--- config.mk ---
export PLATFORM = sky130hd
export DESIGN_NAME = sprite_direction_frame_sequencer
export DESIGN_NICKNAME = d
export VERILOG_FILES = /design/src/rtl/sdfs_pkg.sv /design/src/rtl/sdfs_dir_sort.sv /design/src/rtl/sdfs_anim_state.sv /design/src/rtl/sdfs_rect.sv /design/src/rtl/sprite_direction_frame_sequencer.sv
export SDC_FILE = /design/constraint.sdc
export NUM_CORES = 2
export LEC_CHECK = 0
export BUFFER_PORTS_ARGS = -buffer_cell sky130_fd_sc_hd__buf_2
export CAP_MARGIN = 20
export CORE_ASPECT_RATIO = 1.4
export CORE_MARGIN = 5
export CORE_UTILIZATION = 45
export CTS_CLUSTER_SIZE = 8
export DETAILED_ROUTE_END_ITERATION = 12
export GPL_TIMING_DRIVEN = 0
export PLACE_DENSITY = 0.71
export SLEW_MARGIN = 15
export SYNTH_ARGS = -nofsm -noshare
export SYNTH_HDL_FRONTEND = slang
export SYNTH_SLANG_ARGS = --single-unit
--- constraint.sdc ---
create_clock -name clk -period 11.2 [get_ports clk]
set_clock_uncertainty 0.15 [all_clocks]
set_input_delay 2.24 -clock clk [delete_from_list [all_inputs] [get_ports clk]]
set_output_delay 2.24 -clock clk [all_outputs]
set_load 0.03 [all_outputs]
--- src/rtl/sdfs_pkg.sv ---
// Shared types, register indexes and reset values for the sprite direction frame sequencer.
// Used by every module of the block; depends on nothing else.
package sdfs_pkg;

    localparam int DIR_WIDTH_DEF  = 16;
    localparam int FRAME_BITS_DEF = 6;

    localparam int CFG_INDEX_W = 4;
    localparam int CFG_DATA_W  = 32;
    localparam int ELAPSED_W   = 16;
    localparam int COUNT_W     = 7;
    localparam int TICKS_W     = 32;
    localparam int CELL_W      = 10;
    localparam int TABLE_W     = 20;
    localparam int ROW_W       = 4;
    localparam int SLOT_W      = 3;
    localparam int RECT_LEFT_W = 16;
    localparam int RECT_TOP_W  = 14;

    localparam logic [CFG_INDEX_W-1:0] REG_WALK_FRAME_COUNT   = 4'd0;
    localparam logic [CFG_INDEX_W-1:0] REG_ATTACK_FRAME_COUNT = 4'd1;
    localparam logic [CFG_INDEX_W-1:0] REG_WALK_FRAME_TICKS   = 4'd2;
    localparam logic [CFG_INDEX_W-1:0] REG_ATTACK_FRAME_TICKS = 4'd3;
    localparam logic [CFG_INDEX_W-1:0] REG_CELL_WIDTH         = 4'd4;
    localparam logic [CFG_INDEX_W-1:0] REG_CELL_HEIGHT        = 4'd5;
    localparam logic [CFG_INDEX_W-1:0] REG_WALK_ROW_TABLE     = 4'd6;
    localparam logic [CFG_INDEX_W-1:0] REG_ATTACK_ROW_TABLE   = 4'd7;

    localparam logic [COUNT_W-1:0] RST_FRAME_COUNT  = 7'd1;
    localparam logic [TICKS_W-1:0] RST_FRAME_TICKS  = 32'd1000;
    localparam logic [CELL_W-1:0]  RST_CELL_SIZE    = 10'd32;
    localparam logic [TABLE_W-1:0] RST_WALK_TABLE   = 20'h43210;
    localparam logic [TABLE_W-1:0] RST_ATTACK_TABLE = 20'h98765;

    localparam logic MODE_WALK   = 1'b0;
    localparam logic MODE_ATTACK = 1'b1;

    localparam logic [SLOT_W-1:0] SLOT_UP         = 3'd0;
    localparam logic [SLOT_W-1:0] SLOT_UP_RIGHT   = 3'd1;
    localparam logic [SLOT_W-1:0] SLOT_RIGHT      = 3'd2;
    localparam logic [SLOT_W-1:0] SLOT_DOWN_RIGHT = 3'd3;
    localparam logic [SLOT_W-1:0] SLOT_DOWN       = 3'd4;

    typedef struct packed {
        logic [COUNT_W-1:0] walk_frame_count;
        logic [COUNT_W-1:0] attack_frame_count;
        logic [TICKS_W-1:0] walk_frame_ticks;
        logic [TICKS_W-1:0] attack_frame_ticks;
        logic [CELL_W-1:0]  cell_width;
        logic [CELL_W-1:0]  cell_height;
        logic [TABLE_W-1:0] walk_row_table;
        logic [TABLE_W-1:0] attack_row_table;
    } cfg_t;

    typedef struct packed {
        logic              nonzero;
        logic [SLOT_W-1:0] slot;
        logic              flip;
    } sector_t;

endpackage

--- src/rtl/sdfs_dir_sort.sv ---
// Direction sorter: magnitudes and the four sector products, registered, then the compare.
// Depends on sdfs_pkg for the sector type and slot codes.
module sdfs_dir_sort #(
    parameter int DIR_WIDTH = sdfs_pkg::DIR_WIDTH_DEF
) (
    input  logic                 clk,
    input  logic                 rst_n,
    input  logic                 load,
    input  logic [DIR_WIDTH-1:0] dir_x,
    input  logic [DIR_WIDTH-1:0] dir_y,
    output sdfs_pkg::sector_t    sector
);
    import sdfs_pkg::*;

    localparam int SUM_W  = DIR_WIDTH + 2;
    localparam int SQ_W   = 2 * DIR_WIDTH;
    localparam int PROD_W = 2 * DIR_WIDTH + 2;

    logic [DIR_WIDTH-1:0] ax;
    logic [DIR_WIDTH-1:0] ay;
    logic                 x_neg;
    logic                 y_neg;
    logic [SUM_W-1:0]     sum_x;
    logic [SUM_W-1:0]     sum_y;

    logic [PROD_W-1:0] px_reg;
    logic [PROD_W-1:0] px_next;
    logic [PROD_W-1:0] py_reg;
    logic [PROD_W-1:0] py_next;
    logic [SQ_W-1:0]   sx_reg;
    logic [SQ_W-1:0]   sx_next;
    logic [SQ_W-1:0]   sy_reg;
    logic [SQ_W-1:0]   sy_next;
    logic              x_neg_reg;
    logic              y_neg_reg;
    logic              nonzero_reg;
    logic              nonzero_next;

    logic near_x;
    logic near_y;

    // The most negative input has a magnitude that still fits the unsigned width.
    assign x_neg = dir_x[DIR_WIDTH-1];
    assign y_neg = dir_y[DIR_WIDTH-1];
    assign ax    = x_neg ? (~dir_x + 1'b1) : dir_x;
    assign ay    = y_neg ? (~dir_y + 1'b1) : dir_y;

    assign sum_x = SUM_W'(ay) + {1'b0, ax, 1'b0};
    assign sum_y = SUM_W'(ax) + {1'b0, ay, 1'b0};

    assign px_next      = PROD_W'(ay) * PROD_W'(sum_x);
    assign py_next      = PROD_W'(ax) * PROD_W'(sum_y);
    assign sx_next      = SQ_W'(ax) * SQ_W'(ax);
    assign sy_next      = SQ_W'(ay) * SQ_W'(ay);
    assign nonzero_next = (|dir_x) | (|dir_y);

    always_ff @(posedge clk)
    begin
        if (load)
        begin
            px_reg      <= px_next;
            py_reg      <= py_next;
            sx_reg      <= sx_next;
            sy_reg      <= sy_next;
            x_neg_reg   <= x_neg;
            y_neg_reg   <= y_neg;
            nonzero_reg <= nonzero_next;
        end
    end

    assign near_x = px_reg < PROD_W'(sx_reg);
    assign near_y = py_reg < PROD_W'(sy_reg);

    always_comb
    begin
        sector.nonzero = nonzero_reg;
        if (near_x)
        begin
            sector.slot = SLOT_RIGHT;
            sector.flip = x_neg_reg;
        end
        else if (near_y)
        begin
            sector.slot = y_neg_reg ? SLOT_UP : SLOT_DOWN;
            sector.flip = 1'b0;
        end
        else
        begin
            sector.slot = y_neg_reg ? SLOT_UP_RIGHT : SLOT_DOWN_RIGHT;
            sector.flip = x_neg_reg;
        end
    end

    a_zero_vector: assert property (@(posedge clk) disable iff (!rst_n)
        load && dir_x == '0 && dir_y == '0 |=> !sector.nonzero)
        else $error("zero direction vector sorted as nonzero");

endmodule

--- src/rtl/sdfs_anim_state.sv ---
// Animation state: frame timer, frame number, sheet row and mirror flag, updated once per item.
// Depends on sdfs_pkg for the configuration and sector types.
module sdfs_anim_state #(
    parameter int FRAME_BITS = sdfs_pkg::FRAME_BITS_DEF
) (
    input  logic                                clk,
    input  logic                                rst_n,
    input  logic                                commit,
    input  logic                                mode,
    input  logic [sdfs_pkg::ELAPSED_W-1:0]      elapsed,
    input  sdfs_pkg::sector_t                   sector,
    input  sdfs_pkg::cfg_t                      cfg,
    output logic [FRAME_BITS-1:0]               frame_number,
    output logic [sdfs_pkg::ROW_W-1:0]          sheet_row,
    output logic                                mirror_flag
);
    import sdfs_pkg::*;

    localparam int NEXT_W = FRAME_BITS + 1;
    localparam int CMP_W  = (NEXT_W > COUNT_W) ? NEXT_W : COUNT_W;

    logic [TICKS_W-1:0]    timer_reg;
    logic [TICKS_W-1:0]    timer_next;
    logic [FRAME_BITS-1:0] frame_reg;
    logic [FRAME_BITS-1:0] frame_next;
    logic [ROW_W-1:0]      row_reg;
    logic [ROW_W-1:0]      row_next;
    logic                  flip_reg;
    logic                  flip_next;

    logic [COUNT_W-1:0] count;
    logic [TICKS_W-1:0] ticks;
    logic [TABLE_W-1:0] table_sel;
    logic [TICKS_W:0]   timer_sum;
    logic [TICKS_W-1:0] timer_sat;
    logic               step;
    logic [CMP_W-1:0]   frame_inc;
    logic               wrap;
    logic [ROW_W-1:0]   slot_row;

    assign count     = (mode == MODE_ATTACK) ? cfg.attack_frame_count : cfg.walk_frame_count;
    assign ticks     = (mode == MODE_ATTACK) ? cfg.attack_frame_ticks : cfg.walk_frame_ticks;
    assign table_sel = (mode == MODE_ATTACK) ? cfg.attack_row_table : cfg.walk_row_table;

    // The timer saturates instead of wrapping.
    assign timer_sum = {1'b0, timer_reg} + (TICKS_W + 1)'(elapsed);
    assign timer_sat = timer_sum[TICKS_W] ? '1 : timer_sum[TICKS_W-1:0];
    assign step      = timer_sat >= ticks;

    assign frame_inc = CMP_W'(frame_reg) + CMP_W'(1);
    assign wrap      = (frame_inc >= CMP_W'(count)) || frame_inc[FRAME_BITS];

    always_comb
    begin
        unique case (sector.slot)
            SLOT_UP:         slot_row = table_sel[3:0];
            SLOT_UP_RIGHT:   slot_row = table_sel[7:4];
            SLOT_RIGHT:      slot_row = table_sel[11:8];
            SLOT_DOWN_RIGHT: slot_row = table_sel[15:12];
            SLOT_DOWN:       slot_row = table_sel[19:16];
            default:         slot_row = table_sel[3:0];
        endcase
    end

    always_comb
    begin
        timer_next = step ? '0 : timer_sat;
        frame_next = frame_reg;
        if (step)
        begin
            frame_next = wrap ? '0 : frame_inc[FRAME_BITS-1:0];
        end
        row_next  = sector.nonzero ? slot_row : row_reg;
        flip_next = sector.nonzero ? sector.flip : flip_reg;
    end

    always_ff @(posedge clk or negedge rst_n)
    begin
        if (!rst_n)
        begin
            timer_reg <= '0;
            frame_reg <= '0;
            row_reg   <= '0;
            flip_reg  <= 1'b0;
        end
        else if (commit)
        begin
            timer_reg <= timer_next;
            frame_reg <= frame_next;
            row_reg   <= row_next;
            flip_reg  <= flip_next;
        end
    end

    assign frame_number = frame_reg;
    assign sheet_row    = row_reg;
    assign mirror_flag  = flip_reg;

    a_hold_without_commit: assert property (@(posedge clk) disable iff (!rst_n)
        !commit |=> $stable(timer_reg) && $stable(frame_reg) && $stable(row_reg))
        else $error("animation state changed without an item");

    a_step_clears_timer: assert property (@(posedge clk) disable iff (!rst_n)
        commit && step |=> timer_reg == '0)
        else $error("frame step did not clear the timer");

    a_zero_vector_keeps_row: assert property (@(posedge clk) disable iff (!rst_n)
        commit && !sector.nonzero |=> $stable(row_reg) && $stable(flip_reg))
        else $error("zero vector changed the row or mirror flag");

endmodule

--- src/rtl/sdfs_rect.sv ---
// Result register: texture rectangle origin from frame and row times the cell size.
// Depends on sdfs_pkg for field widths.
module sdfs_rect #(
    parameter int FRAME_BITS = sdfs_pkg::FRAME_BITS_DEF
) (
    input  logic                                  clk,
    input  logic                                  load,
    input  logic [FRAME_BITS-1:0]                 frame_number,
    input  logic [sdfs_pkg::ROW_W-1:0]            sheet_row,
    input  logic                                  mirror_flag,
    input  logic [sdfs_pkg::CELL_W-1:0]           cell_width,
    input  logic [sdfs_pkg::CELL_W-1:0]           cell_height,
    output logic [sdfs_pkg::RECT_LEFT_W-1:0]      rect_left,
    output logic [sdfs_pkg::RECT_TOP_W-1:0]       rect_top,
    output logic [FRAME_BITS-1:0]                 frame_index,
    output logic [sdfs_pkg::ROW_W-1:0]            row_index,
    output logic                                  mirrored
);
    import sdfs_pkg::*;

    localparam int LEFT_PROD_W = FRAME_BITS + CELL_W;
    localparam int TOP_PROD_W  = ROW_W + CELL_W;

    logic [LEFT_PROD_W-1:0] left_prod;
    logic [TOP_PROD_W-1:0]  top_prod;

    logic [RECT_LEFT_W-1:0] left_reg;
    logic [RECT_TOP_W-1:0]  top_reg;
    logic [FRAME_BITS-1:0]  frame_reg;
    logic [ROW_W-1:0]       row_reg;
    logic                   flip_reg;

    assign left_prod = LEFT_PROD_W'(frame_number) * LEFT_PROD_W'(cell_width);
    assign top_prod  = TOP_PROD_W'(sheet_row) * TOP_PROD_W'(cell_height);

    always_ff @(posedge clk)
    begin
        if (load)
        begin
            left_reg  <= RECT_LEFT_W'(left_prod);
            top_reg   <= RECT_TOP_W'(top_prod);
            frame_reg <= frame_number;
            row_reg   <= sheet_row;
            flip_reg  <= mirror_flag;
        end
    end

    assign rect_left   = left_reg;
    assign rect_top    = top_reg;
    assign frame_index = frame_reg;
    assign row_index   = row_reg;
    assign mirrored    = flip_reg;

endmodule

--- src/rtl/sprite_direction_frame_sequencer.sv ---
// Top level of the sprite direction frame sequencer: handshakes, configuration registers, pipeline.
// Depends on sdfs_pkg, sdfs_dir_sort, sdfs_anim_state and sdfs_rect.
//
//   Channel  Handshake              Payload
//   in       in_valid / in_ready    mode, dir_x, dir_y, elapsed
//   out      out_valid / out_ready  rect_left, rect_top, frame_index, row_index, mirrored
//   cfg      cfg_valid / cfg_ready  cfg_index, cfg_data
//
// One item is accepted per cycle unless a stalled output has filled every stage. The stages
// are input register, sector products, state update, rectangle product. The state update
// stage sets the rate: timer add, saturate and compare are combinational within that stage.
// Reset restores the register defaults and clears the state; the block is ready at once. A
// stalled output holds each stage that is full; empty stages behind it keep filling.
module sprite_direction_frame_sequencer #(
    parameter int DIR_WIDTH  = sdfs_pkg::DIR_WIDTH_DEF,
    parameter int FRAME_BITS = sdfs_pkg::FRAME_BITS_DEF
) (
    input  logic                                  clk,
    input  logic                                  rst_n,
    input  logic                                  in_valid,
    output logic                                  in_ready,
    input  logic                                  mode,
    input  logic [DIR_WIDTH-1:0]                  dir_x,
    input  logic [DIR_WIDTH-1:0]                  dir_y,
    input  logic [sdfs_pkg::ELAPSED_W-1:0]        elapsed,
    output logic                                  out_valid,
    input  logic                                  out_ready,
    output logic [sdfs_pkg::RECT_LEFT_W-1:0]      rect_left,
    output logic [sdfs_pkg::RECT_TOP_W-1:0]       rect_top,
    output logic [FRAME_BITS-1:0]                 frame_index,
    output logic [sdfs_pkg::ROW_W-1:0]            row_index,
    output logic                                  mirrored,
    input  logic                                  cfg_valid,
    output logic                                  cfg_ready,
    input  logic [sdfs_pkg::CFG_INDEX_W-1:0]      cfg_index,
    input  logic [sdfs_pkg::CFG_DATA_W-1:0]       cfg_data
);
    import sdfs_pkg::*;

    cfg_t cfg_reg;
    cfg_t cfg_next;

    logic                 v1_reg;
    logic                 v2_reg;
    logic                 v3_reg;
    logic                 v4_reg;
    logic                 mode1_reg;
    logic [DIR_WIDTH-1:0] dir_x1_reg;
    logic [DIR_WIDTH-1:0] dir_y1_reg;
    logic [ELAPSED_W-1:0] elapsed1_reg;
    logic                 mode2_reg;
    logic [ELAPSED_W-1:0] elapsed2_reg;

    logic rdy1;
    logic rdy2;
    logic rdy3;
    logic rdy4;
    logic accept;
    logic move12;
    logic move23;
    logic move34;
    logic deliver;

    sector_t               sector;
    logic [FRAME_BITS-1:0] frame_number;
    logic [ROW_W-1:0]      sheet_row;
    logic                  mirror_flag;

    assign cfg_ready = 1'b1;

    always_comb
    begin
        cfg_next = cfg_reg;
        if (cfg_valid)
        begin
            unique case (cfg_index)
                REG_WALK_FRAME_COUNT:   cfg_next.walk_frame_count   = cfg_data[COUNT_W-1:0];
                REG_ATTACK_FRAME_COUNT: cfg_next.attack_frame_count = cfg_data[COUNT_W-1:0];
                REG_WALK_FRAME_TICKS:   cfg_next.walk_frame_ticks   = cfg_data[TICKS_W-1:0];
                REG_ATTACK_FRAME_TICKS: cfg_next.attack_frame_ticks = cfg_data[TICKS_W-1:0];
                REG_CELL_WIDTH:         cfg_next.cell_width         = cfg_data[CELL_W-1:0];
                REG_CELL_HEIGHT:        cfg_next.cell_height        = cfg_data[CELL_W-1:0];
                REG_WALK_ROW_TABLE:     cfg_next.walk_row_table     = cfg_data[TABLE_W-1:0];
                REG_ATTACK_ROW_TABLE:   cfg_next.attack_row_table   = cfg_data[TABLE_W-1:0];
                default:                cfg_next = cfg_reg;
            endcase
        end
    end

    always_ff @(posedge clk or negedge rst_n)
    begin
        if (!rst_n)
        begin
            cfg_reg.walk_frame_count   <= RST_FRAME_COUNT;
            cfg_reg.attack_frame_count <= RST_FRAME_COUNT;
            cfg_reg.walk_frame_ticks   <= RST_FRAME_TICKS;
            cfg_reg.attack_frame_ticks <= RST_FRAME_TICKS;
            cfg_reg.cell_width         <= RST_CELL_SIZE;
            cfg_reg.cell_height        <= RST_CELL_SIZE;
            cfg_reg.walk_row_table     <= RST_WALK_TABLE;
            cfg_reg.attack_row_table   <= RST_ATTACK_TABLE;
        end
        else
        begin
            cfg_reg <= cfg_next;
        end
    end

    // Each stage takes a new item when it is empty or its item moves on.
    assign rdy4    = !v4_reg || out_ready;
    assign rdy3    = !v3_reg || rdy4;
    assign rdy2    = !v2_reg || rdy3;
    assign rdy1    = !v1_reg || rdy2;
    assign in_ready = rdy1;

    assign accept  = in_valid && rdy1;
    assign move12  = v1_reg && rdy2;
    assign move23  = v2_reg && rdy3;
    assign move34  = v3_reg && rdy4;
    assign deliver = v4_reg && out_ready;

    always_ff @(posedge clk or negedge rst_n)
    begin
        if (!rst_n)
        begin
            v1_reg <= 1'b0;
            v2_reg <= 1'b0;
            v3_reg <= 1'b0;
            v4_reg <= 1'b0;
        end
        else
        begin
            v1_reg <= accept ? 1'b1 : (move12 ? 1'b0 : v1_reg);
            v2_reg <= move12 ? 1'b1 : (move23 ? 1'b0 : v2_reg);
            v3_reg <= move23 ? 1'b1 : (move34 ? 1'b0 : v3_reg);
            v4_reg <= move34 ? 1'b1 : (deliver ? 1'b0 : v4_reg);
        end
    end

    always_ff @(posedge clk)
    begin
        if (accept)
        begin
            mode1_reg    <= mode;
            dir_x1_reg   <= dir_x;
            dir_y1_reg   <= dir_y;
            elapsed1_reg <= elapsed;
        end
        if (move12)
        begin
            mode2_reg    <= mode1_reg;
            elapsed2_reg <= elapsed1_reg;
        end
    end

    sdfs_dir_sort #(
        .DIR_WIDTH (DIR_WIDTH)
    ) u_dir_sort (
        .clk    (clk),
        .rst_n  (rst_n),
        .load   (move12),
        .dir_x  (dir_x1_reg),
        .dir_y  (dir_y1_reg),
        .sector (sector)
    );

    sdfs_anim_state #(
        .FRAME_BITS (FRAME_BITS)
    ) u_anim_state (
        .clk          (clk),
        .rst_n        (rst_n),
        .commit       (move23),
        .mode         (mode2_reg),
        .elapsed      (elapsed2_reg),
        .sector       (sector),
        .cfg          (cfg_reg),
        .frame_number (frame_number),
        .sheet_row    (sheet_row),
        .mirror_flag  (mirror_flag)
    );

    sdfs_rect #(
        .FRAME_BITS (FRAME_BITS)
    ) u_rect (
        .clk          (clk),
        .load         (move34),
        .frame_number (frame_number),
        .sheet_row    (sheet_row),
        .mirror_flag  (mirror_flag),
        .cell_width   (cfg_reg.cell_width),
        .cell_height  (cfg_reg.cell_height),
        .rect_left    (rect_left),
        .rect_top     (rect_top),
        .frame_index  (frame_index),
        .row_index    (row_index),
        .mirrored     (mirrored)
    );

    assign out_valid = v4_reg;

    a_accept_fills_stage: assert property (@(posedge clk) disable iff (!rst_n)
        accept |=> v1_reg)
        else $error("accepted item did not reach the input register");

    a_ready_only_when_full: assert property (@(posedge clk) disable iff (!rst_n)
        !in_ready |-> v1_reg && v2_reg && v3_reg && v4_reg && !out_ready)
        else $error("input stalled while the pipeline had room");

    a_result_held: assert property (@(posedge clk) disable iff (!rst_n)
        out_valid && !out_ready |=> out_valid && $stable(rect_left) && $stable(rect_top)
            && $stable(frame_index) && $stable(row_index) && $stable(mirrored))
        else $error("waiting result changed before it was taken");

endmodule
==> metrics <==
Die W 307 um; max FFs per register 138; max_slew headroom 15.5%; Fill cells 11214; Synth-to-Final Area Change 10.6%; GR Overflow Total 0; Slew Limit Fails 0; CP Launch Type flip-flop; # DRC 0; CTS Sinks 422; Max Cap Viol 0; die height 426 um; minimum clock period 11.04 ns; Crit path top cell by count fa_1; Top FF cell, synth edfxtp_1; register area 11800 sq um; top cell type's share of synthesized area 29.6%; Post-Synthesis Cells 5673; H-tree levels 2; Worst EP arrival 11.28 ns; Cells after DPL 7460; Setup CP Type reg2reg; initial antenna violation count 8; Hold Vio Cnt, Final 0; Yosys warning total 0; layout cells sized above 1 10.3%; sequential element share of the synthesized area 21.1%; worst-path fanout max 15; largest area contributor in the netlist fa_1; CP endpoint kind flip-flop; WL final 165000 um; area of the multi-input gates 39500 sq um; clock tree root driver cell clkbuf_16; Post-synth EDFFs 237; worst min path class reg2reg; Row Count 152; IO buf count 131; Die Area 131000 sq um; clock buffer depth 3; f_max 0.0906 GHz; Ports 134; fin nets 7451; largest stage delay on the critical path 0.64 ns; flops & latches, synth 422; vias in the first global route 45040; status complete, no violations; Cell Count, Final, Fillers Out 7619; Mapped Area 55700 sq um; initial core utilization 45.4%; Synth area leaders fa_1 (30%), ha_1 (13%), edfxtp_1 (13%); GP Congestion 1.02; CP max-delay cell ha_1; total number of vias 41891; CTS tree done; Tightest Pin Transition 1.26 ns; CTS buffer count 60; DPL Wire Length 135000 um; average size of a mapped cell 9.82 sq um; Worst-path clk slew 0.07 ns; final setup violation count 0; first-pass GRT wire length 255000 um; Synth cell types 92; DR pass1 iterations 8; drt initial violations 2934; Final Cell Area 61700 sq um; Tot GR Track Use 25.3%; Data required, critical path 11.43 ns; Post-CTS Hold Fix Bufs 0; post-route ant nets 0; pin count of the biggest net entering global routing 102; crit share post-route 98.6%; Placeable Area 123000 sq um; DP Area 58800 sq um; Worst-Skew Late Latency 0.69 ns; Avg WL per Cell 21.7 um; FFs w/ async S/R, synth 43.8%; Via-to-Cell Ratio 5.50
==> layout make-up <==
type	instances	share of cell area, %
multi-input cells	3950	64.1
flip-flops and latches	422	19.1
inverters	1141	7.04
well taps	1617	3.28
clock buffers	109	2.77
repair buffers	201	2.24
plain buffers	171	1.19
clock inverters	5	0.243
diodes	3	0.0122
==> final timing paths <==
| kind | startpoint | endpoint | cells after the start | slack (ns) |
|---|---|---|---|---|
| max in group asynchronous | rst_n | cfg_reg[10] | 2 | 8.52 |
| worst min-delay path | elapsed1_reg[1] | elapsed2_reg[1] | 0 | 0.27 |
| worst min register to register | elapsed1_reg[1] | elapsed2_reg[1] | 0 | 0.27 |
| min in group asynchronous | rst_n | u_anim_state.timer_reg[6] | 1 | 1.48 |
| worst max-delay path | dir_x1_reg[1] | u_dir_sort.py_reg[32] | 29 | 0.16 |
| worst max register to register | dir_x1_reg[1] | u_dir_sort.py_reg[32] | 29 | 0.16 |
==> worst max-delay path, delay by kind of cell, from the launching register on <==
| kind | cells | cell delay, ns |
|---|---|---|
| DFF | 1 | 0.55 |
| buffers and inverters | 4 | 0.71 |
| adders and majority gates | 8 | 4.04 |
| and+or+nand+nor | 2 | 0.68 |
| xor gates and xnor gates | 3 | 1.32 |
| AOI/OAI and AO/OA | 12 | 3.30 |
==> layer usage <==
metal	track usage, %	part of all wire [%]	up-vias
met5	0	0.016	-
met4	17.9	9.1	4
met3	3.87	6.5	545
met2	44.6	49	1639
met1	27.8	35	21010
li1	-	-	18693
==> synthesized netlist by cell type (49+ instances only) <==
master	count
xor2_1	77
xnor2_1	149
nor2_1	461
a21o_1	96
mux2_2	151
nand2_1	503
nand3_1	81
and2_1	84
clkbuf_1	157
nor3_1	75
nand2b_1	49
ha_1	590
fa_1	824
o21ai_0	105
inv_1	1129
edfxtp_1	237
a21oi_1	163
dfrtp_1	154
==> logic make-up (layout without fill, tap and decap cells) <==
kind of cell / count (synthesis) / after routing / share of synthesized area [%]
and+or+nand+nor: 1447 / 1447 / 11.7
xor gates and xnor gates: 233 / 233 / 3.76
adders and majority gates: 1414 / 1414 / 42.8
buffers and inverters: 1326 / 1627 / 8.98
muxes: 197 / 197 / 3.97
DFF: 422 / 422 / 21.1
other: 2 / 30 / 0.0135
AOI/OAI and AO/OA: 632 / 632 / 7.57
==> cells in the final DEF (no fill, tap or decap), types with 151 or more instances in the layout <==
master / count
nor2_1: 461
ha_1: 589
clkbuf_1: 162
a21oi_1: 161
dfrtp_1: 154
nand2_1: 503
inv_1: 1125
mux2_2: 151
fa_1: 824
edfxtp_1: 237
==> metrics by stage <==
stage,utilization [%],hold slack [ns],setup TNS [ns],setup slack (ns)
global placement,47.6,0.257,-103.59,-3.06
detailed placement,47.9,0.255,-80.74,-2.37
floorplan,-,0.250,0,1.36
CTS,49.7,0.269,0,0.00823
finish,50.2,0.267,0,0.160
global route,50.2,0.273,-0.00540,-0.00540
==> timing repair <==
item	in CTS	in global routing
pin swaps	3	13
setup endpoints to repair	48	28
setup buffers	18	36
gates resized for setup	63	83
Power is not shown: default switching activity piles up to over one toggle a cycle in this logic, so the estimate is an artifact.
